File: src/hw/rtl/sorted_top_k_insert_assert.svh
// Assertion macros shared by the sorted top-k insert RTL.
`ifndef SORTED_TOP_K_INSERT_ASSERT_SVH
`define SORTED_TOP_K_INSERT_ASSERT_SVH

// Same-cycle implication, disabled while reset is held.
`define STK_ASSERT_NOW(lbl, ante, cons, msg) \
    lbl: assert property (@(posedge i_clk) disable iff (!i_rst_n) (ante) |-> (cons)) \
        else $error(msg);

// Next-cycle implication, disabled while reset is held.
`define STK_ASSERT_NEXT(lbl, ante, cons, msg) \
    lbl: assert property (@(posedge i_clk) disable iff (!i_rst_n) (ante) |=> (cons)) \
        else $error(msg);

`endif

File: src/hw/rtl/stk_pkg.sv
// Types and constants of the sorted top-k insert block.
package stk_pkg;

    localparam int CAPACITY = 16;
    localparam int IDX_W    = $clog2(CAPACITY);
    localparam int CNT_W    = $clog2(CAPACITY + 1);
    localparam int TAG_W    = 16;
    localparam int SCORE_W  = 32;
    localparam int RIDX_W   = 4;

    // Input kind carried on tuser.
    localparam logic ACT_INSERT = 1'b0;
    localparam logic ACT_READ   = 1'b1;

    // One list slot.
    typedef struct packed {
        logic signed [SCORE_W-1:0] score;
        logic [TAG_W-1:0]          tag;
    } t_slot;

    // Write request to the slot store.
    typedef struct packed {
        logic             en;
        logic [IDX_W-1:0] addr;
        t_slot            data;
    } t_wr;

    // Result word, first field in the highest bits.
    typedef struct packed {
        logic signed [SCORE_W-1:0] read_score;
        logic [TAG_W-1:0]          read_tag;
        logic                      read_valid;
        logic [CNT_W-1:0]          entry_count;
        logic [CNT_W-1:0]          placed_at;
        logic                      accepted;
    } t_result;

endpackage

File: src/hw/rtl/stk_store.sv
// Slot store: one write port and one registered read port.
module stk_store
    import stk_pkg::*;
(
    input  logic             i_clk,
    input  t_wr              i_wr,
    input  logic             i_rd_en,
    input  logic [IDX_W-1:0] i_rd_addr,
    output t_slot            o_rd_data
);

    t_slot r_mem [CAPACITY];
    t_slot r_rd_data;

    // Write port.
    always_ff @(posedge i_clk) begin
        if (i_wr.en) begin
            r_mem[i_wr.addr] <= i_wr.data;
        end
    end

    // Registered read port.
    always_ff @(posedge i_clk) begin
        if (i_rd_en) begin
            r_rd_data <= r_mem[i_rd_addr];
        end
    end

    assign o_rd_data = r_rd_data;

endmodule

File: src/hw/rtl/sorted_top_k_insert.sv
// Top level of the sorted top-k insert block: sequencer, comparator and result register.
//
//  channel | dir | handshake                  | contents
//  --------+-----+----------------------------+------------------------------------------
//  s       | in  | i_s_tvalid / o_s_tready    | tdata: tag, score, read index; tuser: action
//  m       | out | o_m_tvalid / i_m_tready    | tdata: accepted, placed, count, read fields
//
// A word is taken only in idle; the sequencer returns to idle as it offers the result word with the
// output free. A read passes the store read, read response and hand-off; a read past the entry
// count goes straight to the hand-off. An insert walks from the tail with one comparator, a store
// read and then a compare and move per slot moved; a read and compare stop the walk short of the
// head, then come the write and hand-off, and a walk that reaches the head goes straight to the
// write. A full list first tests the last slot; a rejected insert ends there. No new word is taken
// while an item is in work; a waiting result word holds until taken; reset empties the list at once.
module sorted_top_k_insert
    import stk_pkg::*;
(
    input  logic        i_clk,
    input  logic        i_rst_n,
    input  logic        i_s_tvalid,
    output logic        o_s_tready,
    input  logic [55:0] i_s_tdata,  // [15:0] entry_tag, [47:16] entry_score, [51:48] read_index
    input  logic        i_s_tuser,  // [0] action
    output logic        o_m_tvalid,
    input  logic        i_m_tready,
    output logic [63:0] o_m_tdata   // [0] accepted, [5:1] placed_at, [10:6] entry_count,
                                    // [11] read_valid, [27:12] read_tag, [59:28] read_score
);

`include "sorted_top_k_insert_assert.svh"

    localparam logic [2:0] ST_IDLE  = 3'd0;
    localparam logic [2:0] ST_RD    = 3'd1;
    localparam logic [2:0] ST_CMP   = 3'd2;
    localparam logic [2:0] ST_PUT   = 3'd3;
    localparam logic [2:0] ST_RRESP = 3'd4;
    localparam logic [2:0] ST_DONE  = 3'd5;

    localparam logic [IDX_W-1:0] LAST_IDX = IDX_W'(CAPACITY - 1);
    localparam logic [CNT_W-1:0] CAP_CNT  = CNT_W'(CAPACITY);

    logic [2:0]        r_state, n_state;
    logic [IDX_W-1:0]  r_j, n_j;
    logic [CNT_W-1:0]  r_filled, n_filled;
    logic              r_full_chk, n_full_chk;
    logic              r_is_read, n_is_read;
    t_slot             r_new, n_new;
    t_result           r_res, n_res;
    logic              r_out_valid, n_out_valid;
    t_result           r_out, n_out;

    t_wr               wr;
    logic              rd_en;
    logic [IDX_W-1:0]  rd_addr;
    t_slot             rd_data;

    logic              in_take;
    logic              score_ge;
    logic [RIDX_W-1:0] in_ridx;

    stk_store u_store (
        .i_clk     (i_clk),
        .i_wr      (wr),
        .i_rd_en   (rd_en),
        .i_rd_addr (rd_addr),
        .o_rd_data (rd_data)
    );

    assign o_s_tready = (r_state == ST_IDLE);
    assign in_take    = i_s_tvalid && o_s_tready;
    assign in_ridx    = i_s_tdata[51:48];

    // The one shared comparator: new score against the slot just read.
    assign score_ge = (r_new.score >= rd_data.score);

    // Sequencer.
    always_comb begin
        n_state     = r_state;
        n_j         = r_j;
        n_filled    = r_filled;
        n_full_chk  = r_full_chk;
        n_is_read   = r_is_read;
        n_new       = r_new;
        n_res       = r_res;
        n_out_valid = r_out_valid;
        n_out       = r_out;
        wr          = '0;
        rd_en       = 1'b0;
        rd_addr     = r_j;

        if (r_out_valid && i_m_tready) begin
            n_out_valid = 1'b0;
        end

        unique case (r_state)
            ST_IDLE: begin
                if (in_take) begin
                    n_new.tag   = i_s_tdata[15:0];
                    n_new.score = i_s_tdata[47:16];
                    n_is_read   = (i_s_tuser == ACT_READ);
                    n_full_chk  = 1'b0;
                    n_res       = '0;
                    n_res.placed_at   = CAP_CNT;
                    n_res.entry_count = r_filled;
                    if (i_s_tuser == ACT_READ) begin
                        if (CNT_W'(in_ridx) < r_filled) begin
                            n_j     = IDX_W'(in_ridx);
                            n_state = ST_RD;
                        end else begin
                            n_state = ST_DONE;
                        end
                    end else if (r_filled == '0) begin
                        n_j     = '0;
                        n_state = ST_PUT;
                    end else if (r_filled < CAP_CNT) begin
                        n_j     = r_filled[IDX_W-1:0];
                        n_state = ST_RD;
                    end else begin
                        // Full list: first test against the last slot.
                        n_j        = LAST_IDX;
                        n_full_chk = 1'b1;
                        n_state    = ST_RD;
                    end
                end
            end
            ST_RD: begin
                rd_en   = 1'b1;
                rd_addr = (r_is_read || r_full_chk) ? r_j : r_j - 1'b1;
                n_state = r_is_read ? ST_RRESP : ST_CMP;
            end
            ST_CMP: begin
                if (r_full_chk) begin
                    // The last entry is dropped if the new one beats or ties it.
                    n_full_chk = 1'b0;
                    n_state    = score_ge ? ST_RD : ST_DONE;
                end else if (score_ge) begin
                    wr.en   = 1'b1;
                    wr.addr = r_j;
                    wr.data = rd_data;
                    n_j     = r_j - 1'b1;
                    n_state = (r_j == IDX_W'(1)) ? ST_PUT : ST_RD;
                end else begin
                    n_state = ST_PUT;
                end
            end
            ST_PUT: begin
                wr.en    = 1'b1;
                wr.addr  = r_j;
                wr.data  = r_new;
                if (r_filled < CAP_CNT) begin
                    n_filled = r_filled + 1'b1;
                end
                n_res.accepted    = 1'b1;
                n_res.placed_at   = CNT_W'(r_j);
                n_res.entry_count = n_filled;
                n_state           = ST_DONE;
            end
            ST_RRESP: begin
                n_res.read_valid = 1'b1;
                n_res.read_tag   = rd_data.tag;
                n_res.read_score = rd_data.score;
                n_state          = ST_DONE;
            end
            ST_DONE: begin
                if (!r_out_valid || i_m_tready) begin
                    n_out       = r_res;
                    n_out_valid = 1'b1;
                    n_state     = ST_IDLE;
                end
            end
            default: begin
                n_state = ST_IDLE;
            end
        endcase
    end

    // Control registers.
    always_ff @(posedge i_clk) begin
        if (!i_rst_n) begin
            r_state     <= ST_IDLE;
            r_filled    <= '0;
            r_out_valid <= 1'b0;
            r_full_chk  <= 1'b0;
            r_is_read   <= 1'b0;
        end else begin
            r_state     <= n_state;
            r_filled    <= n_filled;
            r_out_valid <= n_out_valid;
            r_full_chk  <= n_full_chk;
            r_is_read   <= n_is_read;
        end
    end

    // Payload registers.
    always_ff @(posedge i_clk) begin
        r_j   <= n_j;
        r_new <= n_new;
        r_res <= n_res;
        r_out <= n_out;
    end

    assign o_m_tvalid = r_out_valid;
    assign o_m_tdata  = {4'b0, r_out};

    // Checks on the sequencer and the result word.
    `STK_ASSERT_NOW(a_fill_bound, 1'b1, r_filled <= CAP_CNT, "entry count above capacity")
    `STK_ASSERT_NEXT(a_fill_monotonic, 1'b1, r_filled >= $past(r_filled),
                     "entry count went down")
    `STK_ASSERT_NEXT(a_busy_after_take, in_take, r_state != ST_IDLE,
                     "sequencer idle right after taking a word")
    `STK_ASSERT_NOW(a_placed_in_list, r_out_valid && r_out.accepted,
                    r_out.placed_at < r_out.entry_count, "placed position outside the list")
    `STK_ASSERT_NOW(a_read_no_place, r_out_valid && r_out.read_valid,
                    !r_out.accepted && r_out.placed_at == CAP_CNT,
                    "read result carries an insert position")

endmodule
File: config.mk
export PLATFORM = sky130hd
export DESIGN_NAME = sorted_top_k_insert
export DESIGN_NICKNAME = d
export VERILOG_FILES = /design/src/hw/rtl/stk_pkg.sv /design/src/hw/rtl/stk_store.sv /design/src/hw/rtl/sorted_top_k_insert.sv
export VERILOG_INCLUDE_DIRS = /design/src /design/src/hw/rtl
export SDC_FILE = /design/constraint.sdc
export NUM_CORES = 1
export LEC_CHECK = 0
export CAP_MARGIN = 20
export CORE_MARGIN = 10
export CORE_UTILIZATION = 45
export CTS_BUF_LIST = sky130_fd_sc_hd__clkbuf_4
export CTS_CLUSTER_DIAMETER = 60
export DETAILED_ROUTE_END_ITERATION = 8
export DONT_BUFFER_PORTS = 1
export GPL_TIMING_DRIVEN = 1
export SYNTH_ARGS = -nofsm -noshare
export SYNTH_HDL_FRONTEND = slang
export SYNTH_SLANG_ARGS = --single-unit
File: constraint.sdc
create_clock -name i_clk -period 6.34 [get_ports i_clk]
set_input_delay 0.634 -clock i_clk [delete_from_list [all_inputs] [get_ports i_clk]]
set_output_delay 0.634 -clock i_clk [all_outputs]
set_load 0.05 [all_outputs]
# After elaboration in Yosys (flattened, before gate mapping)
# Memory sizes are Yosys's and may differ from the RTL's. A register that Yosys moved wholly into a read port is not among the register bits.
# Index checks and enable logic that the tools add are counted.
# word_totals
output_inout_bits	66
mem_count	1
mem_bits_rw	768
reg_bits	183
# memory_table
memory	depth	width	read_ports	rd_clocked_by_memory_dff	wr	line	rtl
u_store.r_mem	16	48	1	1	1	stk_store.sv:12	t_slot r_mem [CAPACITY];
# op_classes
n_eq_ne	11
mux	39
n_reduce_logical	18
addsub	2
n_lt_le_gt_ge	3
# op_table
cell	n
2-to-1 mux 53 bit	2
one-hot mux 53 bit (2 select lines)	1
one-hot mux 49 bit (2 select lines)	1
2-to-1 mux 60 bit	1
2-to-1 mux 4 bit	9
>= comparator 32 bit	1
one-hot mux 11 bit (2 select lines)	1
2-to-1 mux 3 bit	7
one-hot mux 3 bit (5 select lines)	1
AND reduction 2 bit	6
2-to-1 mux 1 bit	10
one-hot mux 4 bit (2 select lines)	1
equality test 3 x 2 -> 1 bit (second input constant)	2
equality test 3 bit (second input constant)	2
2-to-1 mux 2 bit	3
inequality test 2 bit (second input constant)	3
nonzero test 2 bit	3
adder 5 x 1 -> 5 bit (second input constant)	1
zero test 5 bit	1
less-than comparator 4 x 5 -> 1 bit	1
less-than comparator 5 bit (second input constant)	1
2-to-1 mux 5 bit	1
AND reduction 5 bit	1
equality test 4 x 1 -> 1 bit (second input constant)	1
other kinds (10)	12

# Logic depth before layout (Yosys ltp)
# Gate-level depths: netlist of the first run.
# depth
depth_word	6
mapped_depth	12
depth_no_buf	8

# Modules after synthesis
# Synthesis of the first run repeated with hierarchy kept, for this count alone.
# hier_totals
cells_unflattened	1785
hier_area_um2	37870.1
# modules_own_cells
module	area_per_inst_um2	instances	cells_per_inst	seq_area_each_um2
stk_store	30171.4	1	1242	24503.5
sorted_top_k_insert	7698.6	1	543	5385.2

# Worst setup path before layout of the first run
# OpenSTA, ideal clock, no wires.
# synth_path
kind	flip-flop to flip-flop
from	reg r_state[0]
to	reg u_store.o_rd_data[0] (netlist name)
synth_period_minus_slack_ns	4.704
required_time_ns	5.817
stages_incl_launch_ff	3
slack_ns	1.636
path_buffers	1
arrival_time_ns	4.181
path_cell_list	dfxtp_1 > clkbuf_1 > nor3b_1
# synth_via
elab_chain_cells	2
# synth_rtl
item	line	rtl
start, declared	sorted_top_k_insert.sv:42	logic [2:0] r_state, n_state;
start signal, assigned	sorted_top_k_insert.sv:186	r_state <= n_state;
equality test 3 x 1 -> 1 bit *	sorted_top_k_insert.sv:95	unique case (r_state)
2-to-1 mux 4 bit / 2-to-1 mux 1 bit (equally long branches)	sorted_top_k_insert.sv:95	
# Every way passes the cells marked *; elsewhere a longest branch is shown, timed or not.
# A chain may end at the register's enable or synchronous reset.

# Final worst setup path of the first run
# layout_path
from	reg u_store.o_rd_data[39] (netlist name)
to	mem u_store.r_mem[15][30] (netlist bit), enable pin
# layout_via
elab_chain_cells	6
# layout_rtl
item	line	rtl
>= comparator 32 bit *	sorted_top_k_insert.sv:74	assign score_ge = (r_new.score >= rd_data.score);
2-to-1 mux 53 bit *	sorted_top_k_insert.sv:136	end else if (score_ge) begin
2-to-1 mux 53 bit *	sorted_top_k_insert.sv:132	if (r_full_chk) begin
one-hot mux 53 bit (2 select lines) *	sorted_top_k_insert.sv:95	
2-to-1 mux 1 bit	stk_store.sv:17	if (i_wr.en) begin
2-to-1 mux 1 bit (not written as such)	stk_store.sv:18	r_mem[i_wr.addr] <= i_wr.data;
end, declared	stk_store.sv:12	
# Marked as above.

==> flow_summary.toml, run 1 <==
[global_route]
first_global_vias = 21345
globalRouteOverflowTotal = 0
grt_antenna_before_repair = 13
wire_length_of_the_first_global_routing_pass_um = 140000
grt_max_degree = 62
grt_util_all_layers_pct = 19.5

[run_status]
run_status = "completed"

[routing]
drt_wl_total_um = 95700
wl_per_cell_um = 27.3
vias = 20419
drt_iter0_markers = 1936
detail_route.drc_violations = 0
vias_per_cell = 5.82
dr.pass1.iters = 7
route.antenna.remaining_nets = 0

[timing]
final.period_utilization_pct = 72.1
hold_ws_ns = 0.165
timing.fmax_mhz = 219
maximum_clock_skew_at_final_layout_ns = 0.122
unrepaired_setup_endpoints_after_global_routing = "no"
fin_ws_ns = 1.77
hold_viol_final = 0
timing_worst_slew_pin_value_ns = 1.11
timing.max_slew.rel_slack_pct = 26.1
post-route-min-period_ns = 4.57
final-setup-viol-count = 0
fin_tns_setup_ns = 0
slew_violations = 0

[synth]
synthCells = 1932
synth_cell_type_count = 56
synth_sequential_area_ratio_pct = 78.0
synth_adder_area_share_pct = 1.31
synthesis.area_um2 = 38300
synthXorXnorAreaFrac_pct = 0.114
dominantRegCellSynth = "sky130_fd_sc_hd__edfxtp_1"
combinational_family_with_the_most_area_after_synthesis = "multiplexers"
synth.avg_cell_area_um2 = 19.8
synth_simple_gate_area_share_pct = 3.30
synth-compound-area-share_pct = 6.01
synth.mux.area_fraction_pct = 9.41
synth.yosys.warnings = 0
number_of_register_bits_inferred_by_synthesis = 999
async_s_r_ff_share_synth_pct = 0
synth_enable_flop_cells = 988

[clock_tree]
cts_root_buf = "sky130_fd_sc_hd__clkbuf_4"
clkLatencyLatePin_ns = 1.15
clock_sink_count = 999
cts_setup_buffers = 0
num_cts_buffers = 277
clock_tree.htree_level_count = 5
cts_tree = "yes"
cts.path.max_buffers = 4
clk_pin_slew_worst_paths_ns = 0.06

[final_layout]
final_net_count = 2306
mostFrequentLayoutCells = "sky130_fd_sc_hd__edfxtp_1, sky130_fd_sc_hd__clkbuf_4, sky130_fd_sc_hd__mux4_2, sky130_fd_sc_hd__nand2_1, sky130_fd_sc_hd__a22oi_1"
drive_gt1_share_pct = 26.8
final_common_cell = "sky130_fd_sc_hd__edfxtp_1"
area_growth_syn_to_layout_pct = 14.2

[floorplan]
die_width_um = 312
die-height_um = 312
ios = 127
placement_rows = 106
core_region_area_um2 = 84100
floorplan.die_area_um2 = 97300
floorplan.initialDensity_pct = 45.6

[setup_path]
crit_end = "u_store.r_mem[15][30]"
worst_path_max_delay_cell = "sky130_fd_sc_hd__o2111a_2"
timing.critical_path.slowest_cell_delay_ns = 0.89
crit_chain = "inv_1 -> ha_1 -> a21oi_1 -> o21ai_0 -> a221o_1 -> nor3_1 -> o31a_2 -> o2111a_2 -> buf_12"
reg2reg_from = "u_store.o_rd_data[39]"
critical_path.startpoint_type = "register"
crit_start = "u_store.o_rd_data[39]"
critPathRequiredTime_ns = 7.06
critPathKind = "reg2reg"
worst_r2r_endpoint = "u_store.r_mem[15][30]"
worst_r2r_path_depth = 9
worstPathMaxFanout = 27
path_buf_inv = 2
cp_delay_by_family_top = "compound AO/OA/AOI/OAI gates"
critPathCaptureType = "register"
ff2ff_setup_slack_ns = 1.77
timing.critical_path.depth = 9
worst-endpoint-arrival_ns = 5.29

[power_and_ir_drop]
power.density_nw_per_um2 = 420
total_leakage_power_nw = 14.8
vdd_drop_max_mv = 0.306

[run]
max-cap-violations = 0

[placed_design]
dp_worst_slack_ns = 1.88
port_buffers = 0
dp_hpwl_um = 50500
finalWeightedCongestion = 0.804

[hold_path]
min_path_type = "in2reg"
==> how the worst min path moves through the flow <==
stage | start | end | slack [ns] | depth (start not counted)
floorplan | r_res[0] | o_m_tdata[0] | 0.40 | 0
global placement | r_res[13] | o_m_tdata[13] | 0.40 | 0
detailed placement | r_res[49] | o_m_tdata[49] | 0.40 | 0
CTS | i_s_tdata[1] | r_new[1] | 0.06 | 1
global route | i_s_tdata[33] | r_new[33] | 0.06 | 1
finish | i_s_tdata[1] | r_new[1] | 0.16 | 1
==> kinds of logic (layout without fill, tap and decap cells) <==
logic type / after synthesis / in the layout
other cells: 1 / 15
flops: 999 / 999
mux: 173 / 173
simple gates: 262 / 262
buf+inv: 162 / 591
fa+ha+maj: 40 / 40
compound gates: 290 / 290
xor+xnor: 5 / 5
==> layout make-up <==
| type | count | area (um^2) |
|---|---|---|
| repair buffers | 102 | 1130 |
| inverters | 51 | 191 |
| fillers | 6775 | 40300 |
| clock buffers | 388 | 2910 |
| well taps | 1134 | 1420 |
| flip-flops and latches | 999 | 29900 |
| clock inverters | 50 | 275 |
| multi-input cells | 774 | 7930 |
| diodes | 11 | 27.5 |
==> worst reg2reg max path: stages (launching register included) <==
cell and delay, ns:
sky130_fd_sc_hd__edfxtp_1 0.40, sky130_fd_sc_hd__inv_1 0.09, sky130_fd_sc_hd__ha_1 0.24, sky130_fd_sc_hd__a21oi_1 0.21
sky130_fd_sc_hd__o21ai_0 0.13, sky130_fd_sc_hd__a221o_1 0.37, sky130_fd_sc_hd__nor3_1 0.78, sky130_fd_sc_hd__o31a_2 0.70
sky130_fd_sc_hd__o2111a_2 0.90, sky130_fd_sc_hd__buf_12 0.34
==> Yosys cell counts, drive strengths merged (3+ instances only) <==
cell type,number,area [um^2]
a22oi,77,578
and3,43,269
clkbuf,77,289
nand2b,6,37.5
nand2,95,357
o41ai,22,193
nor2,52,195
mux4,150,3380
a32o,21,210
o2111a,4,45.0
a21oi,19,95.1
edfxtp,988,29700
xnor2,5,43.8
nand4,5,31.3
o21a,5,37.5
or3,7,43.8
and2,27,169
dfxtp,11,220
ha,40,500
nor4,3,18.8
inv,51,191
a2bb2oi,3,26.3
o21ai,12,63.8
nor3b,3,22.5
buf,34,245
a22o,48,420
a21o,5,37.5
nor3,7,35.0
mux2i,23,230
nand3,7,35.0
o211a,12,120
a211oi,44,330
==> through the flow <==
stage / util [%] / total power, mW / std cells / cell area (um^2)
4_1_cts: 52.0 / 18.6 / 3497 / 43700
2_1_floorplan: - / 11.6 / 1935 / 38400
3_3_place_gp: 47.6 / 13.0 / 3003 / 40000
3_5_place_dp: 47.6 / 13.1 / 3003 / 40000
6_report: 52.1 / 18.4 / 3509 / 43800
5_1_grt: 52.0 / 19.3 / 3506 / 43800
==> layer usage <==
| layer | track usage [%] | part of all wire [%] |
|---|---|---|
| met5 | 0 | 0.10 |
| met4 | 7.20 | 2.3 |
| met3 | 5.64 | 9.7 |
| met2 | 29.4 | 46 |
| met1 | 27.0 | 42 |
==> sequential cells by signal, summed over array words and instances (netlist names) <==
| register | cells |
|---|---|
| u_store.r_mem | 768 |
| o_m_tdata | 60 |
| r_res | 60 |
| r_new | 48 |
| u_store.o_rd_data | 48 |
| r_filled | 5 |
| r_j | 4 |
| r_state | 3 |
| o_m_tvalid | 1 |
| r_full_chk | 1 |
| r_is_read | 1 |
==> power breakdown <==
| group | internal (mW) | switching (mW) | total, mW |
|---|---|---|---|
| registers | 8.18 | 0.312 | 8.49 |
| logic | 1.69 | 2.79 | 4.48 |
| clock network | 2.91 | 2.50 | 5.41 |
==> timing repair <==
| item | CTS | global route |
|---|---|---|
| hold buffers | 56 | 0 |
| endpoints found under the hold margin | 64 | 0 |
| gates resized for setup | 0 | 0 |
Power figures use the tool's default switching activity.
==> run 2: changes to the inputs <==
==> constraint.sdc (replaced) <==
create_clock -name i_clk -period 4.15 [get_ports i_clk]
set_input_delay 0.415 -clock i_clk [delete_from_list [all_inputs] [get_ports i_clk]]
set_output_delay 0.415 -clock i_clk [all_outputs]
set_load 0.05 [all_outputs]
==> flow_summary.toml, run 2 (synthesized netlist as in run 1, its figures left out) <==
[power_and_ir_drop]
sw_frac_of_total_pct = 31.4
internal-power_mw = 19.2
total_switching_power_mw = 8.77
power.density_nw_per_um2 = 624
power_frac_seq_pct = 46.4
power.clock.fraction_pct = 27.5
vdd_drop_max_mv = 0.361
total_leakage_power_nw = 15.2
comb_power_share_pct = 26.1

[clock_tree]
cts_tree = "yes"
cts_setup_buffers = 0
clk_pin_slew_worst_paths_ns = 0.07
clock_sink_count = 999
cts_root_buf = "sky130_fd_sc_hd__clkbuf_4"
num_cts_buffers = 238
cts.path.max_buffers = 3
clock_tree.htree_level_count = 4
clkLatencyLatePin_ns = 1.17

[hold_path]
min_path_type = "in2reg"
worstHoldPathCells = 5

[setup_path]
worst-endpoint-arrival_ns = 4.64
critical_path.startpoint_type = "register"
worstPathMaxFanout = 27
worst_path_max_delay_cell = "sky130_fd_sc_hd__o211a_4"
crit_chain = "ha_1 -> a21oi_1 -> o21ai_0 -> a221o_1 -> nor3_2 -> buf_4 -> o31a_2 -> buf_12 -> o211a_4 -> buf_4"
critPathCaptureType = "register"
critPathRequiredTime_ns = 4.92
path_buf_inv = 3
timing.critical_path.depth = 10
cp_delay_by_family_top = "compound AO/OA/AOI/OAI gates"
critical_path_s_most_frequent_cell = "sky130_fd_sc_hd__buf_4"
worst_r2r_path_depth = 10
timing.critical_path.slowest_cell_delay_ns = 0.45
critPathKind = "reg2reg"

[global_route]
first_global_vias = 21386
grt_use_met1_pct = 26.7
globalRoute.busiestLayer = "met2"
grt.met2_usage_pct = 29.7
globalRouteOverflowTotal = 0
use_met3_pct = 5.85
grt_util_all_layers_pct = 19.6
wire_length_of_the_first_global_routing_pass_um = 141000
grt_max_degree = 50
grt_antenna_before_repair = 5

[routing]
vias_per_cell = 5.77
drt_wl_total_um = 96500
vias = 20700
dr.pass1.iters = 5
detail_route.drc_violations = 0
drt_iter0_markers = 2341
route.antenna.remaining_nets = 0
wl_per_cell_um = 26.9

[timing]
timing.max_slew.rel_slack_pct = 30.9
maximum_clock_skew_at_final_layout_ns = 0.106
timing_worst_slew_pin_value_ns = 1.04
post-route-min-period_ns = 3.87
fin_ws_ns = 0.284
fin_tns_setup_ns = 0
timing.fmax_mhz = 259
unrepaired_setup_endpoints_after_global_routing = "no"
final.period_utilization_pct = 93.2
hold_viol_final = 0
final-setup-viol-count = 0
slew_violations = 0

[floorplan]
ios = 127
floorplan.die_area_um2 = 97300
placement_rows = 106
die_width_um = 312
floorplan.initialDensity_pct = 45.6
die-height_um = 312
core_region_area_um2 = 84100

[final_layout]
mostFrequentLayoutCells = "sky130_fd_sc_hd__edfxtp_1, sky130_fd_sc_hd__clkbuf_4, sky130_fd_sc_hd__mux4_2, sky130_fd_sc_hd__dlygate4sd3_1, sky130_fd_sc_hd__nand2_1"
final_net_count = 2374
area_growth_syn_to_layout_pct = 16.8
final_common_cell = "sky130_fd_sc_hd__edfxtp_1"
largest_register_ffs = 768
drive_gt1_share_pct = 26.7
max_flop_register = "u_store.r_mem"

[placed_design]
port_buffers = 0
dp_hpwl_um = 54900
dp_worst_slack_ns = 0.218
finalWeightedCongestion = 0.828

[run_status]
run_status = "completed"

[run]
max-cap-violations = 0
==> run 2: cell types whose count changed in the layout (fill, tap and decap cells not counted), moves of 5 or more <==
cell	change
sky130_fd_sc_hd__inv_2	-5
sky130_fd_sc_hd__clkinv_2	+6
sky130_fd_sc_hd__dlygate4sd3_1	+50
sky130_fd_sc_hd__buf_4	+31
sky130_fd_sc_hd__buf_12	+27
sky130_fd_sc_hd__clkinv_1	+17
sky130_fd_sc_hd__clkbuf_4	-53
sky130_fd_sc_hd__diode_2	-7
sky130_fd_sc_hd__inv_6	+5
==> run 2: final timing paths <==
check                start              endpoint  slack (ns)
max              r_new[39]  u_store.r_mem[13][4]        0.28
max reg2reg      r_new[39]  u_store.r_mem[13][4]        0.28
min          i_s_tdata[50]            r_state[2]        0.18
min reg2reg      r_res[23]         o_m_tdata[23]        0.37
==> run 2: final cells by class <==
type / instances / area (um^2)
clock buffers: 336 / 2520
multi-input cells: 774 / 7920
well taps: 1134 / 1420
diodes: 4 / 10.0
clock inverters: 79 / 430
repair buffers: 209 / 2400
fillers: 6697 / 39300
flip-flops and latches: 999 / 29900
inverters: 51 / 191
==> run 2: worst register-to-register path: cells and delay by family (launching register included) <==
kind                       cells  cell delay [ns]
and+or+nand+nor                1             0.39
DFF                            1             0.43
buffers and inverters          3             0.69
AOI/OAI and AO/OA              5             1.67
adders and majority gates      1             0.33
==> run 2: through the flow <==
step                      std cells  util (%)  area, um^2  hold WS [ns]  power [mW]
after global routing           3585      53.2       44800         0.177        29.3
after detailed placement       3061      48.5       40700         0.407        20.4
after floorplan                1935         -       38400         0.400        17.7
final                          3586      53.2       44800         0.175        28.0
after global placement         3061      48.5       40700         0.405        20.3
after CTS                      3582      53.2       44800        0.0375        28.2
==> run 2: power by group through the flow <==
stage / Clock, mW / Sequential [mW] / Combinational (mW)
2_1_floorplan: 0 / 13.0 / 4.75
3_3_place_gp: 0 / 13.2 / 7.09
3_5_place_dp: 0 / 13.2 / 7.19
4_1_cts: 7.86 / 13.0 / 7.33
5_1_grt: 8.43 / 13.0 / 7.84
6_report: 7.68 / 13.0 / 7.30
==> run 2: per-layer routing <==
layer	up-vias	part of all wire (%)
met5	-	0.20
met4	8	2.0
met3	138	9.3
met2	956	47
met1	10795	42
li1	8803	-
==> run 2: repair_timing <==
item / in CTS / in global routing
endpoints found under the hold margin: 78 / 0
gates resized for setup: 0 / 2
hold buffers: 106 / 0
endpoints found under the setup margin: 0 / 405
